### src/rtl/core/bmd_pkg.sv
`timescale 1ns / 1ps

package bmd_pkg;

    // default sizes
    localparam int QUEUE_DEPTH_DEF = 16;
    localparam int MSG_HANDLES_DEF = 64;

    // request modes
    localparam logic [2:0] MODE_POST_BACK  = 3'd0;
    localparam logic [2:0] MODE_POST_FRONT = 3'd1;
    localparam logic [2:0] MODE_ACCEPT     = 3'd2;
    localparam logic [2:0] MODE_PEEK       = 3'd3;
    localparam logic [2:0] MODE_REL_CHECK  = 3'd4;

    // result status codes
    localparam logic [2:0] ST_OK    = 3'd0;
    localparam logic [2:0] ST_DUP   = 3'd1;
    localparam logic [2:0] ST_FULL  = 3'd2;
    localparam logic [2:0] ST_EMPTY = 3'd3;
    localparam logic [2:0] ST_BUSY  = 3'd4;

    // configuration register indexes
    localparam logic CFG_CAPACITY  = 1'b0;
    localparam logic CFG_UNLIMITED = 1'b1;

    localparam logic [4:0] CAPACITY_RST = 5'd16;

    // one result, highest field first in tdata
    typedef struct packed {
        logic [4:0] free_slots;
        logic [4:0] queued;
        logic       msg_present;
        logic [5:0] msg_out;
        logic [2:0] status;
    } t_result;

endpackage

### src/rtl/core/bmd_ram.sv
`timescale 1ns / 1ps

module bmd_ram #(
    parameter int WIDTH = 8,
    parameter int DEPTH = 16
) (
    input  logic                     i_clk,
    input  logic                     i_wr_en,
    input  logic [$clog2(DEPTH)-1:0] i_wr_addr,
    input  logic [WIDTH-1:0]         i_wr_data,
    input  logic                     i_rd_en,
    input  logic [$clog2(DEPTH)-1:0] i_rd_addr,
    output logic [WIDTH-1:0]         o_rd_data
);

    logic [WIDTH-1:0] r_mem [DEPTH];
    logic [WIDTH-1:0] r_rd_data;

    always_ff @(posedge i_clk) begin
        if (i_wr_en) begin
            r_mem[i_wr_addr] <= i_wr_data;
        end
        if (i_rd_en) begin
            r_rd_data <= r_mem[i_rd_addr];
        end
    end

    assign o_rd_data = r_rd_data;

endmodule

### src/rtl/core/bounded_message_deque.sv
`timescale 1ns / 1ps
// Bounded message deque: ring of handles plus one on-list mark per handle.
// A request is taken in the idle state and its result is registered at the end
// of the execute state, which holds while the output is stalled. No new request
// is taken until then; the slot and mark memories are read when a request is
// taken and written back in the execute state. Reset: synchronous, active low;
// a clearing pass then zeroes the mark memory, no request is taken during it.

module bounded_message_deque #(
    parameter int QUEUE_DEPTH = bmd_pkg::QUEUE_DEPTH_DEF,
    parameter int MSG_HANDLES = bmd_pkg::MSG_HANDLES_DEF
) (
    input  logic        i_clk,
    input  logic        i_rst_n,
    // request stream
    input  logic        i_s_tvalid,
    output logic        o_s_tready,
    input  logic [15:0] i_s_tdata,   // mode[2:0], msg_id[8:3], zero fill
    // result stream
    output logic        o_m_tvalid,
    input  logic        i_m_tready,
    output logic [23:0] o_m_tdata,   // status[2:0], msg_out[8:3], msg_present[9],
                                     // queued[14:10], free_slots[19:15], zero fill
    // configuration writes
    input  logic        i_cfg_valid,
    output logic        o_cfg_ready,
    input  logic        i_cfg_index, // 0 capacity, 1 unlimited
    input  logic [4:0]  i_cfg_data
);

    localparam int AW = (QUEUE_DEPTH > 1) ? $clog2(QUEUE_DEPTH) : 1;    // slot index
    localparam int CW = $clog2(QUEUE_DEPTH + 1);                         // count
    localparam int XW = (CW > 5) ? CW : 5;                               // limit compare
    localparam int HW = (MSG_HANDLES > 1) ? $clog2(MSG_HANDLES) : 1;    // handle

    typedef enum logic [1:0] {
        S_CLEAR,
        S_IDLE,
        S_EXEC
    } t_state;

    // control state
    t_state              r_state, n_state;
    logic [HW-1:0]       r_clr_addr, n_clr_addr;
    logic [AW-1:0]       r_head, n_head;
    logic [CW-1:0]       r_count, n_count;
    logic                r_out_valid, n_out_valid;
    logic [4:0]          r_capacity, n_capacity;
    logic                r_unlimited, n_unlimited;
    // payload
    logic [2:0]          r_mode, n_mode;
    logic [HW-1:0]       r_id, n_id;
    bmd_pkg::t_result    r_out, n_out;

    // handle wrap table: incoming 6-bit handle modulo MSG_HANDLES
    logic [HW-1:0] w_id_map [64];
    for (genvar k = 0; k < 64; k++) begin : g_id_map
        assign w_id_map[k] = HW'(k % MSG_HANDLES);
    end

    // memory ports
    logic          w_slot_we, w_mark_we, w_rd_en;
    logic [AW-1:0] w_slot_waddr;
    logic [HW-1:0] w_mark_waddr, w_mark_raddr;
    logic          w_mark_wdata;
    logic [HW-1:0] w_slot_rdata;
    logic          w_mark_rdata;

    bmd_ram #(
        .WIDTH (HW),
        .DEPTH (QUEUE_DEPTH)
    ) u_slot_ram (
        .i_clk     (i_clk),
        .i_wr_en   (w_slot_we),
        .i_wr_addr (w_slot_waddr),
        .i_wr_data (r_id),
        .i_rd_en   (w_rd_en),
        .i_rd_addr (r_head),
        .o_rd_data (w_slot_rdata)
    );

    bmd_ram #(
        .WIDTH (1),
        .DEPTH (MSG_HANDLES)
    ) u_mark_ram (
        .i_clk     (i_clk),
        .i_wr_en   (w_mark_we),
        .i_wr_addr (w_mark_waddr),
        .i_wr_data (w_mark_wdata),
        .i_rd_en   (w_rd_en),
        .i_rd_addr (w_mark_raddr),
        .o_rd_data (w_mark_rdata)
    );

    // effective limit: capacity saturated at depth, or depth when unlimited
    logic [XW-1:0] w_cap_x;
    logic [CW-1:0] w_limit;
    assign w_cap_x = XW'(r_capacity);
    assign w_limit = (r_unlimited || (w_cap_x > XW'(QUEUE_DEPTH))) ?
                     CW'(QUEUE_DEPTH) : CW'(w_cap_x);

    // ring positions
    logic [AW:0]   w_back_sum;
    logic [AW-1:0] w_back_pos, w_front_pos, w_next_head;
    assign w_back_sum  = {1'b0, r_head} + (AW+1)'(r_count);
    assign w_back_pos  = (w_back_sum >= (AW+1)'(QUEUE_DEPTH)) ?
                         AW'(w_back_sum - (AW+1)'(QUEUE_DEPTH)) : AW'(w_back_sum);
    assign w_front_pos = (r_head == '0) ? AW'(QUEUE_DEPTH - 1) : r_head - AW'(1);
    assign w_next_head = (r_head == AW'(QUEUE_DEPTH - 1)) ? '0 : r_head + AW'(1);

    logic w_in_acc, w_exec_done, w_full, w_empty;
    assign o_s_tready  = (r_state == S_IDLE);
    assign w_in_acc    = i_s_tvalid && o_s_tready;
    assign w_rd_en     = w_in_acc;
    assign w_mark_raddr = w_id_map[i_s_tdata[8:3]];
    // execute finishes once the output register can take the result
    assign w_exec_done = (r_state == S_EXEC) && (!r_out_valid || i_m_tready);
    assign w_full      = (r_count >= w_limit);
    assign w_empty     = (r_count == '0);

    always_comb begin
        n_state      = r_state;
        n_clr_addr   = r_clr_addr;
        n_head       = r_head;
        n_count      = r_count;
        n_out_valid  = r_out_valid;
        n_capacity   = r_capacity;
        n_unlimited  = r_unlimited;
        n_mode       = r_mode;
        n_id         = r_id;
        n_out        = r_out;
        w_slot_we    = 1'b0;
        w_slot_waddr = w_back_pos;
        w_mark_we    = 1'b0;
        w_mark_waddr = r_id;
        w_mark_wdata = 1'b0;

        if (r_out_valid && i_m_tready) begin
            n_out_valid = 1'b0;
        end

        if (i_cfg_valid) begin
            case (i_cfg_index)
                bmd_pkg::CFG_CAPACITY:  n_capacity  = i_cfg_data;
                bmd_pkg::CFG_UNLIMITED: n_unlimited = i_cfg_data[0];
                default: ;
            endcase
        end

        case (r_state)
            S_CLEAR: begin
                w_mark_we    = 1'b1;
                w_mark_waddr = r_clr_addr;
                w_mark_wdata = 1'b0;
                n_clr_addr   = r_clr_addr + HW'(1);
                if (r_clr_addr == HW'(MSG_HANDLES - 1)) begin
                    n_state = S_IDLE;
                end
            end
            S_IDLE: begin
                if (w_in_acc) begin
                    n_mode  = i_s_tdata[2:0];
                    n_id    = w_mark_raddr;
                    n_state = S_EXEC;
                end
            end
            S_EXEC: begin
                // memory read data is valid now and holds while stalled
                n_out.status      = bmd_pkg::ST_OK;
                n_out.msg_out     = '0;
                n_out.msg_present = 1'b0;
                case (r_mode)
                    bmd_pkg::MODE_POST_BACK, bmd_pkg::MODE_POST_FRONT: begin
                        if (w_full) begin
                            n_out.status = bmd_pkg::ST_FULL;
                        end else if (w_mark_rdata) begin
                            n_out.status = bmd_pkg::ST_DUP;
                        end else begin
                            w_slot_we    = w_exec_done;
                            w_mark_we    = w_exec_done;
                            w_mark_waddr = r_id;
                            w_mark_wdata = 1'b1;
                            n_count      = r_count + CW'(1);
                            if (r_mode == bmd_pkg::MODE_POST_FRONT) begin
                                w_slot_waddr = w_front_pos;
                                n_head       = w_front_pos;
                            end
                        end
                    end
                    bmd_pkg::MODE_ACCEPT, bmd_pkg::MODE_PEEK: begin
                        if (w_empty) begin
                            n_out.status = bmd_pkg::ST_EMPTY;
                        end else begin
                            n_out.msg_out     = 6'(w_slot_rdata);
                            n_out.msg_present = 1'b1;
                            if (r_mode == bmd_pkg::MODE_ACCEPT) begin
                                w_mark_we    = w_exec_done;
                                w_mark_waddr = w_slot_rdata;
                                w_mark_wdata = 1'b0;
                                n_head       = w_next_head;
                                n_count      = r_count - CW'(1);
                            end
                        end
                    end
                    bmd_pkg::MODE_REL_CHECK: begin
                        if (w_mark_rdata) begin
                            n_out.status = bmd_pkg::ST_BUSY;
                        end
                    end
                    default: ;  // unused modes: no change
                endcase
                n_out.queued     = 5'(n_count);
                n_out.free_slots = (n_count >= w_limit) ? 5'd0 : 5'(w_limit - n_count);

                if (w_exec_done) begin
                    n_out_valid = 1'b1;
                    n_state     = S_IDLE;
                end else begin
                    // stalled on the output: hold everything
                    n_head  = r_head;
                    n_count = r_count;
                    n_out   = r_out;
                end
            end
            default: n_state = S_IDLE;
        endcase
    end

    always_ff @(posedge i_clk) begin
        if (!i_rst_n) begin
            r_state     <= S_CLEAR;
            r_clr_addr  <= '0;
            r_head      <= '0;
            r_count     <= '0;
            r_out_valid <= 1'b0;
            r_capacity  <= bmd_pkg::CAPACITY_RST;
            r_unlimited <= 1'b0;
        end else begin
            r_state     <= n_state;
            r_clr_addr  <= n_clr_addr;
            r_head      <= n_head;
            r_count     <= n_count;
            r_out_valid <= n_out_valid;
            r_capacity  <= n_capacity;
            r_unlimited <= n_unlimited;
            r_mode      <= n_mode;
            r_id        <= n_id;
            r_out       <= n_out;
        end
    end

    assign o_m_tvalid  = r_out_valid;
    assign o_m_tdata   = {4'b0, r_out};
    assign o_cfg_ready = 1'b1;

endmodule

### config.mk
export PLATFORM = sky130hd
export DESIGN_NAME = bounded_message_deque
export DESIGN_NICKNAME = d
export VERILOG_FILES = /design/src/rtl/core/bmd_pkg.sv /design/src/rtl/core/bmd_ram.sv /design/src/rtl/core/bounded_message_deque.sv
export SDC_FILE = /design/constraint.sdc
export NUM_CORES = 1
export LEC_CHECK = 0
export BUFFER_PORTS_ARGS = -buffer_cell sky130_fd_sc_hd__buf_2
export CELL_PAD_IN_SITES_DETAIL_PLACEMENT = 0
export CELL_PAD_IN_SITES_GLOBAL_PLACEMENT = 1
export CORE_ASPECT_RATIO = 1.2
export CORE_MARGIN = 3
export CORE_UTILIZATION = 25
export CTS_BUF_LIST = sky130_fd_sc_hd__clkbuf_16
export DETAILED_ROUTE_END_ITERATION = 12
export PLACE_DENSITY_LB_ADDON = 0.1
export SYNTH_ARGS = -nofsm -noshare
export SYNTH_HDL_FRONTEND = slang
export SYNTH_SLANG_ARGS = --single-unit
### constraint.sdc
create_clock -name i_clk -period 9.4 [get_ports i_clk]
set_input_delay 0.94 -clock i_clk [delete_from_list [all_inputs] [get_ports i_clk]]
set_output_delay 0.94 -clock i_clk [all_outputs]
set_load 0.1 [all_outputs]
==> flow_metrics.tcl, run 1 <==
set metrics [dict create \
    timing.final.hold_violations 0 \
    yosys.area.top_type_share 0.539 \
    routed_wirelength_um 29800 \
    combinationalPowerShare 0.035 \
    yosysWarningCount 0 \
    die_h_um 235 \
    final-setup-viol-count 0 \
    share_seq_of_total_power 0.517 \
    syn_to_final_growth_pct 13.6 \
    gr-usage-met2 0.220 \
    synth_xor_xnor_area_share 0.0112 \
    power_switching_uw 437 \
    clock_tree_from_tritoncts "done" \
    synth.cell_area_um2 10900 \
    grtUsageTotal 0.129 \
    synth-edff-count 196 \
    rsz0062_at_grt "no" \
    run_status "finished, final reports clean" \
    routing_layer_with_the_top_usage_in_global_route "met2" \
    post_synth_and_or_nand_nor_area_fraction 0.143 \
    antennaDiodeCount 0 \
    synth-async-reset-ratio 0 \
    yosys.area.top_type "sky130_fd_sc_hd__edfxtp_1" \
    vias_in_the_first_global_route 6930 \
    timing.critical_path.fanout_max 11 \
    num_rows 83 \
    critPathLaunchType "flip-flop" \
    groute.layer.met1.usage 0.164 \
    synthAdderAreaFrac 0.0243 \
    tightest_slew_ns 1.33 \
    drv_cap 0 \
    avgViaCountPerCell 4.96 \
    grt_max_degree 65 \
    cts.clk_slew.worst_paths_ns 0.06 \
    power_report.internal_total_mw 1.60 \
    ir_drop_mv 0.107 \
    grt_first_pass_wirelength_um 45100 \
    grt_overflow_total 0 \
    post-synth-top-count-cell "sky130_fd_sc_hd__edfxtp_1" \
    worstSetupPathType "reg2reg" \
    muxShareOfSynthArea 0.108 \
    cts_max_path_buffers 3 \
    setup-tns-final_ns 0 \
    p_clk_frac 0.448 \
    cts-htree-levels 1 \
    placeableCoreArea_um2 43000 \
    route.vias.total 6729 \
    drt_first_iter_violations 375 \
    post_cts_resize_count 0 \
    sw_frac_of_total 0.214 \
    clkLatencyLatePin_ns 0.54 \
    routabilityCongestion 0.793 \
    post_synth_cell_types 76 \
    leakage_component_of_the_power_nw 3.94 \
    port_buffers 41 \
    layout_setup_ws_ns 5.20 \
    dr.pass1.iters 5 \
    clock_skew_ns 0.0227 \
    total_clock_buffers_created_by_cts 25 \
    synth_seq_area_share 0.583 \
    fillCellCount 4385 \
    flip_flop_and_latch_count_after_synthesis 220 \
    post_cts.repair.setup_buffers 0 \
    route.antenna.remaining_nets 0 \
    grtUsageMet3 0.0205 \
    setup.worst_path.end_class "flip-flop" \
    cts.sinks 220 \
    synthesized_instance_count 763 \
    placed_area_um2 11600 \
    hold_path_depth 2 \
    timing.max_slew.rel_slack 0.115 \
    drive_above_1_share 0.243 \
    slew_viol_final 0 \
    place.detailed.hpwl_um 20300 \
    boundaryPins 54 \
    netlist_top_cells_area "sky130_fd_sc_hd__edfxtp_1, sky130_fd_sc_hd__mux4_2, sky130_fd_sc_hd__dfxtp_1, sky130_fd_sc_hd__nor4_2, sky130_fd_sc_hd__ha_1" \
    wire_per_inst_um 22.0 \
    synth_compound_area_frac 0.0954 \
    post-route-cell-area_um2 12400 \
    report.power.total_mw 2.04 \
    fin_crit_ns 4.20 \
    combinational_family_with_the_most_area_after_synthesis "simple AND/OR/NAND/NOR gates" \
    root_buffer "sky130_fd_sc_hd__clkbuf_16" \
    cts_hold_repair.buffers 0 \
    antenna_found_initial 0 \
    syn-mean-instance-area_um2 14.3 \
    arrival_ns 4.53 \
    floorplan.initialDensity 0.254 \
    reg2reg_depth 12 \
    floorplan.die.width_um 197 \
    ys_dominant_reg_cell "sky130_fd_sc_hd__edfxtp_1" \
    finalCritPeriodShare 0.447 \
    pre_cts_setup_slack_ns 5.15 \
    die_area_um2 46200 \
    min-delay-path-class "reg2reg" \
    power.density_nw_per_um2 165 \
    finalNetCount 837 \
    post-route-util 0.288 \
    drc 0 \
    synth_commonest_cells "sky130_fd_sc_hd__edfxtp_1, sky130_fd_sc_hd__mux4_2, sky130_fd_sc_hd__nor4_2, sky130_fd_sc_hd__nor4_1, sky130_fd_sc_hd__nor2_1" \
    fmax_mhz 238 \
    required_ns 9.73 \
]
metal layers:
| layer | share of wire | wire, um |
|---|---|---|
| met5 | 0 | 0 |
| met2 | 0.49 | 14700 |
| met4 | 0.033 | 977 |
| met3 | 0.040 | 1190 |
| met1 | 0.43 | 12900 |
through the flow:
step / hold slack [ns] / std cells
3_5_place_dp: 0.466 / 1314
6_report: 0.470 / 1356
4_1_cts: 0.475 / 1355
2_1_floorplan: 0.437 / 766
5_1_grt: 0.519 / 1356
3_3_place_gp: 0.461 / 1314
final cells by class:
class	count	area, um^2	share of cell area
Clock inverter	16	116	0.00938
Inverter	25	93.8	0.00757
Tap cell	552	691	0.0557
Clock buffer	25	626	0.0504
Sequential cell	220	6370	0.514
Timing Repair Buffer	52	300	0.0242
Multi-Input combinational cell	466	4210	0.339
layout by cell type (no fill, tap or decap), types with 11 or more instances in the layout:
| master | netlist | routed |
|---|---|---|
| sky130_fd_sc_hd__nand2b_1 | 11 | 11 |
| sky130_fd_sc_hd__nor4_1 | 34 | 34 |
| sky130_fd_sc_hd__mux4_2 | 42 | 42 |
| sky130_fd_sc_hd__inv_1 | 22 | 28 |
| sky130_fd_sc_hd__edfxtp_1 | 196 | 196 |
| sky130_fd_sc_hd__nor2b_1 | 11 | 11 |
| sky130_fd_sc_hd__dfxtp_1 | 24 | 22 |
| sky130_fd_sc_hd__nor2_1 | 31 | 30 |
| sky130_fd_sc_hd__nand3_1 | 19 | 19 |
| sky130_fd_sc_hd__nor4_2 | 35 | 35 |
| sky130_fd_sc_hd__mux2i_1 | 19 | 19 |
| sky130_fd_sc_hd__clkbuf_16 | 0 | 25 |
| sky130_fd_sc_hd__o21ai_0 | 19 | 19 |
| sky130_fd_sc_hd__ha_1 | 18 | 18 |
| sky130_fd_sc_hd__o211ai_1 | 12 | 12 |
| sky130_fd_sc_hd__nand2_1 | 28 | 28 |
| sky130_fd_sc_hd__a21oi_1 | 30 | 30 |
| sky130_fd_sc_hd__buf_2 | 19 | 41 |
worst paths after layout:
| check | endpoint | start | slack (ns) |
|---|---|---|---|
| hold / removal | r_unlimited | r_unlimited | 0.47 |
| setup / recovery | o_m_tdata[18] | r_count[1] | 5.20 |
| setup reg to reg | o_m_tdata[18] | r_count[1] | 5.20 |
| hold reg to reg | r_unlimited | r_unlimited | 0.47 |
logic make-up after synthesis:
family                   after synthesis
buffers and inverters                 80
flip-flops                           220
multiplexers                          65
XOR/XNOR                              14
other                                  2
AO/OA/AOI/OAI                        137
AND/OR/NAND/NOR                      225
adder cells (fa/ha/maj)               20
sequential cells by signal, summed over array words and instances, names as in the netlist:
signal                flops
r_capacity                5
r_state                   2
r_id                      6
r_count                   5
u_slot_ram.r_mem         96
r_clr_addr                6
o_m_tvalid                1
u_mark_ram.r_mem         64
r_head                    4
u_mark_ram.o_rd_data      1
o_m_tdata                20
r_unlimited               1
r_mode                    3
u_slot_ram.o_rd_data      6
power groups by stage:
stage / sequential (mW) / clock [mW] / combinational (mW)
2_1_floorplan: 1.08 / 0 / 0.0531
6_report: 1.06 / 0.914 / 0.0707
3_3_place_gp: 1.08 / 0 / 0.0710
3_5_place_dp: 1.08 / 0 / 0.0717
4_1_cts: 1.06 / 0.950 / 0.0719
5_1_grt: 1.06 / 0.987 / 0.0772
worst max-delay path: stages (launching register included):
cell and delay [ns]:
sky130_fd_sc_hd__dfxtp_1 0.42, sky130_fd_sc_hd__inv_1 0.20, sky130_fd_sc_hd__ha_1 0.30, sky130_fd_sc_hd__nor4b_2 0.99, sky130_fd_sc_hd__nor3_1 0.16, sky130_fd_sc_hd__mux2i_1 0.17, sky130_fd_sc_hd__mux2_2 0.30, sky130_fd_sc_hd__mux2i_1 0.30
sky130_fd_sc_hd__ha_1 0.31, sky130_fd_sc_hd__nor2b_1 0.13, sky130_fd_sc_hd__o21a_1 0.19, sky130_fd_sc_hd__o21a_1 0.18, sky130_fd_sc_hd__nor4_1 0.33
(Power assumes the default switching activity.)
==> run 2, diff against run 1 <==
- ABC_AREA: default -> 1
- clock period: 9.4 -> 3.6 ns (I/O delays scaled with it)
==> run 2 against run 1 <==
Effect of this change:
- cell count increased by 23%
- die area fell by 4.5%
- clock power grew to 3.2 times the previous value
- critical endpoint is now o_m_tdata[19]
==> flow_metrics.tcl, run 2 <==
set metrics [dict create \
    worstSetupPathType "reg2reg" \
    worstReg2RegStart "r_capacity[4]" \
    critical_path.top_delay_family "simple AND/OR/NAND/NOR gates" \
    top_register "u_slot_ram.r_mem" \
    placed_area_um2 11400 \
    clock_tree_from_tritoncts "done" \
    flip_flop_and_latch_count_after_synthesis 220 \
    timing.critical_path.slowest_cell_delay_ns 0.39 \
    arrival_ns 3.53 \
    rr_endpoint "o_m_tdata[19]" \
    crit_path_frequent_cell "sky130_fd_sc_hd__nand2_1" \
    timing.hold.ws_ns 0.0402 \
    routabilityCongestion 0.755 \
    total_clock_buffers_created_by_cts 26 \
    route.vias.total 7455 \
    port_buffers 41 \
    final-seq-area_um2 6370 \
    syn-mean-instance-area_um2 10.1 \
    clkLatencyLatePin_ns 0.55 \
    clock_skew_ns 0.0262 \
    dr.pass1.iters 5 \
    die_h_um 230 \
    netlist_top_cells_area "sky130_fd_sc_hd__edfxtp_1, sky130_fd_sc_hd__nand2_1, sky130_fd_sc_hd__nor2_1, sky130_fd_sc_hd__dfxtp_1, sky130_fd_sc_hd__nand3_1" \
    slew_viol_final 0 \
    grtUsageTotal 0.138 \
    antenna_found_initial 0 \
    reg2reg_depth 25 \
    root_buffer "sky130_fd_sc_hd__clkbuf_16" \
    cts_max_path_buffers 3 \
    post_synth_cell_types 44 \
    cts.sinks 220 \
    finalNetCount 1155 \
    drt_first_iter_violations 394 \
    multi_input_area_um2 3570 \
    ys_dominant_reg_cell "sky130_fd_sc_hd__edfxtp_1" \
    timing.critical_path.slowest_stage_cell "sky130_fd_sc_hd__fa_1" \
    avgViaCountPerCell 4.47 \
    power.density_nw_per_um2 479 \
    yosys.area.top_type_share 0.565 \
    hold_path_depth 1 \
    grt_max_degree 65 \
    fmax_mhz 311 \
    cts.clk_slew.worst_paths_ns 0.07 \
    setup.worst_path.end_class "flip-flop" \
    required_ns 3.92 \
    ir_drop_mv 0.341 \
    drive_above_1_share 0.157 \
    synth.cell_area_um2 10400 \
    rsz0062_at_grt "no" \
    critical_path_buf_inv_count 6 \
    route.antenna.remaining_nets 0 \
    commonest_cells_after_routing_fill_and_taps_aside "sky130_fd_sc_hd__edfxtp_1, sky130_fd_sc_hd__nand2_1, sky130_fd_sc_hd__nor2_1, sky130_fd_sc_hd__nand3_1, sky130_fd_sc_hd__inv_1" \
    worst_hold_startpoint "i_s_tdata[8]" \
    synth_commonest_cells "sky130_fd_sc_hd__edfxtp_1, sky130_fd_sc_hd__nand2_1, sky130_fd_sc_hd__nor2_1, sky130_fd_sc_hd__nand3_1, sky130_fd_sc_hd__inv_1" \
    synth-edff-count 196 \
    fin_crit_ns 3.21 \
    post-synth-top-count-cell "sky130_fd_sc_hd__edfxtp_1" \
    pre_cts_setup_slack_ns 0.186 \
    placeableCoreArea_um2 40900 \
    synthesized_instance_count 1035 \
    grt_overflow_total 0 \
    syn_to_final_growth_pct 19.4 \
    finalCritPeriodShare 0.893 \
    post-route-cell-area_um2 12400 \
    setup-tns-final_ns 0 \
    floorplan.die.width_um 192 \
    fillCellCount 4385 \
    floorplan.initialDensity 0.254 \
    timing.critical_path.fanout_max 3 \
    final-setup-viol-count 0 \
    timing.max_slew.rel_slack 0.364 \
    critPathLaunchType "flip-flop" \
    cts-htree-levels 1 \
    run_status "finished, final reports clean" \
    antennaDiodeCount 0 \
    yosysWarningCount 0 \
    vias_in_the_first_global_route 7551 \
    boundaryPins 54 \
    drv_cap 0 \
    synth_seq_area_share 0.612 \
    die_area_um2 44100 \
    min-delay-path-class "in2reg" \
    finalNonFillerCells 1667 \
    largest_register_ff_count 96 \
    grt_first_pass_wirelength_um 46400 \
    place.detailed.hpwl_um 19800 \
    final_common_cell "sky130_fd_sc_hd__edfxtp_1" \
    leakage_component_of_the_power_nw 4.73 \
    timing.final.hold_violations 0 \
    tightest_slew_ns 0.951 \
    layout_setup_ws_ns 0.386 \
    routed_wirelength_um 30200 \
    hold-path-endpoint "r_id[5]" \
    yosys.area.top_type "sky130_fd_sc_hd__edfxtp_1" \
    placedCellCount 1616 \
    wire_per_inst_um 18.1 \
    num_rows 81 \
    drc 0 \
    synth-async-reset-ratio 0 \
    r2r_setup_slack_ns 0.39 \
]
-- run 2: changes by cell type after synthesis, moves of 19 or more --
cell	delta
sky130_fd_sc_hd__nor4_1	-33
sky130_fd_sc_hd__nor4_2	-35
sky130_fd_sc_hd__o21ai_0	+57
sky130_fd_sc_hd__inv_1	+58
sky130_fd_sc_hd__nand3_1	+70
sky130_fd_sc_hd__mux2i_1	-19
sky130_fd_sc_hd__mux4_2	-42
sky130_fd_sc_hd__nor2_1	+145
sky130_fd_sc_hd__nand2_1	+155
-- run 2: per-stage QoR --
step                total power, mW  utilization
finish                         5.95        0.304
global placement               3.05        0.278
detailed placement             3.05        0.278
floorplan                      2.98            -
CTS                            6.05        0.302
global route                   6.18        0.304
-- run 2: worst max-delay path by stage --
| stage | from | slack (ns) | to | cells past startpoint |
|---|---|---|---|---|
| CTS | r_unlimited | 0.18 | o_m_tdata[19] | 23 |
| finish | r_capacity[4] | 0.39 | o_m_tdata[19] | 25 |
| floorplan | r_unlimited | 0.43 | o_m_tdata[18] | 22 |
| global route | r_capacity[4] | 0.02 | o_m_tdata[19] | 25 |
| global placement | r_unlimited | 0.20 | o_m_tdata[18] | 22 |
| detailed placement | r_unlimited | 0.19 | o_m_tdata[18] | 21 |
-- run 2: final cells by class --
cell class / instances / share of cell area
sequential: 220 / 0.512
multi-input combinational: 688 / 0.287
clock buffer: 27 / 0.0544
tap: 539 / 0.0543
timing repair buffer: 80 / 0.0407
inverter: 92 / 0.0283
clock inverter: 21 / 0.0227
-- run 2: worst register-to-register path: cells and delay by family, from the launching register on --
family | cells | cell delay, ns
AO/OA/AOI/OAI | 2 | 0.17
AND/OR/NAND/NOR | 13 | 1.12
adder cells (fa/ha/maj) | 3 | 0.81
XOR/XNOR | 1 | 0.14
buffers and inverters | 6 | 0.46
flip-flops | 1 | 0.31
-- run 2: power breakdown --
part	switching (mW)	total, mW	internal, mW
logic	0.172	0.241	0.0692
registers	0.00606	2.76	2.75
clock network	1.09	2.95	1.86
total	1.27	5.95	4.68
-- run 2: cells by family (layout without fill, tap and decap cells) --
| logic type | count (synthesis) | in the layout | synth area share |
|---|---|---|---|
| fa+ha+maj | 20 | 20 | 0.0255 |
| flops | 220 | 220 | 0.612 |
| compound gates | 149 | 149 | 0.0811 |
| other cells | 2 | 5 | 0.000722 |
| xor+xnor | 9 | 9 | 0.00757 |
| simple gates | 505 | 505 | 0.223 |
| buf+inv | 130 | 220 | 0.0510 |
-- run 2: what timing repair did --
action	in CTS	in global routing
gates resized for setup	0	12
hold buffers	3	0
setup buffers	0	0
hold endpoints to repair	3	0
setup endpoints to repair	0	11
-- run 2: layer usage --
metal  vias to the layer above  wire, um  global-route usage
met1                      3610     14000               0.183
met3                        34       939              0.0199
met5                         -         0                   0
met4                         0       545              0.0351
met2                       104     14700               0.234
li1                       3707         -                   -
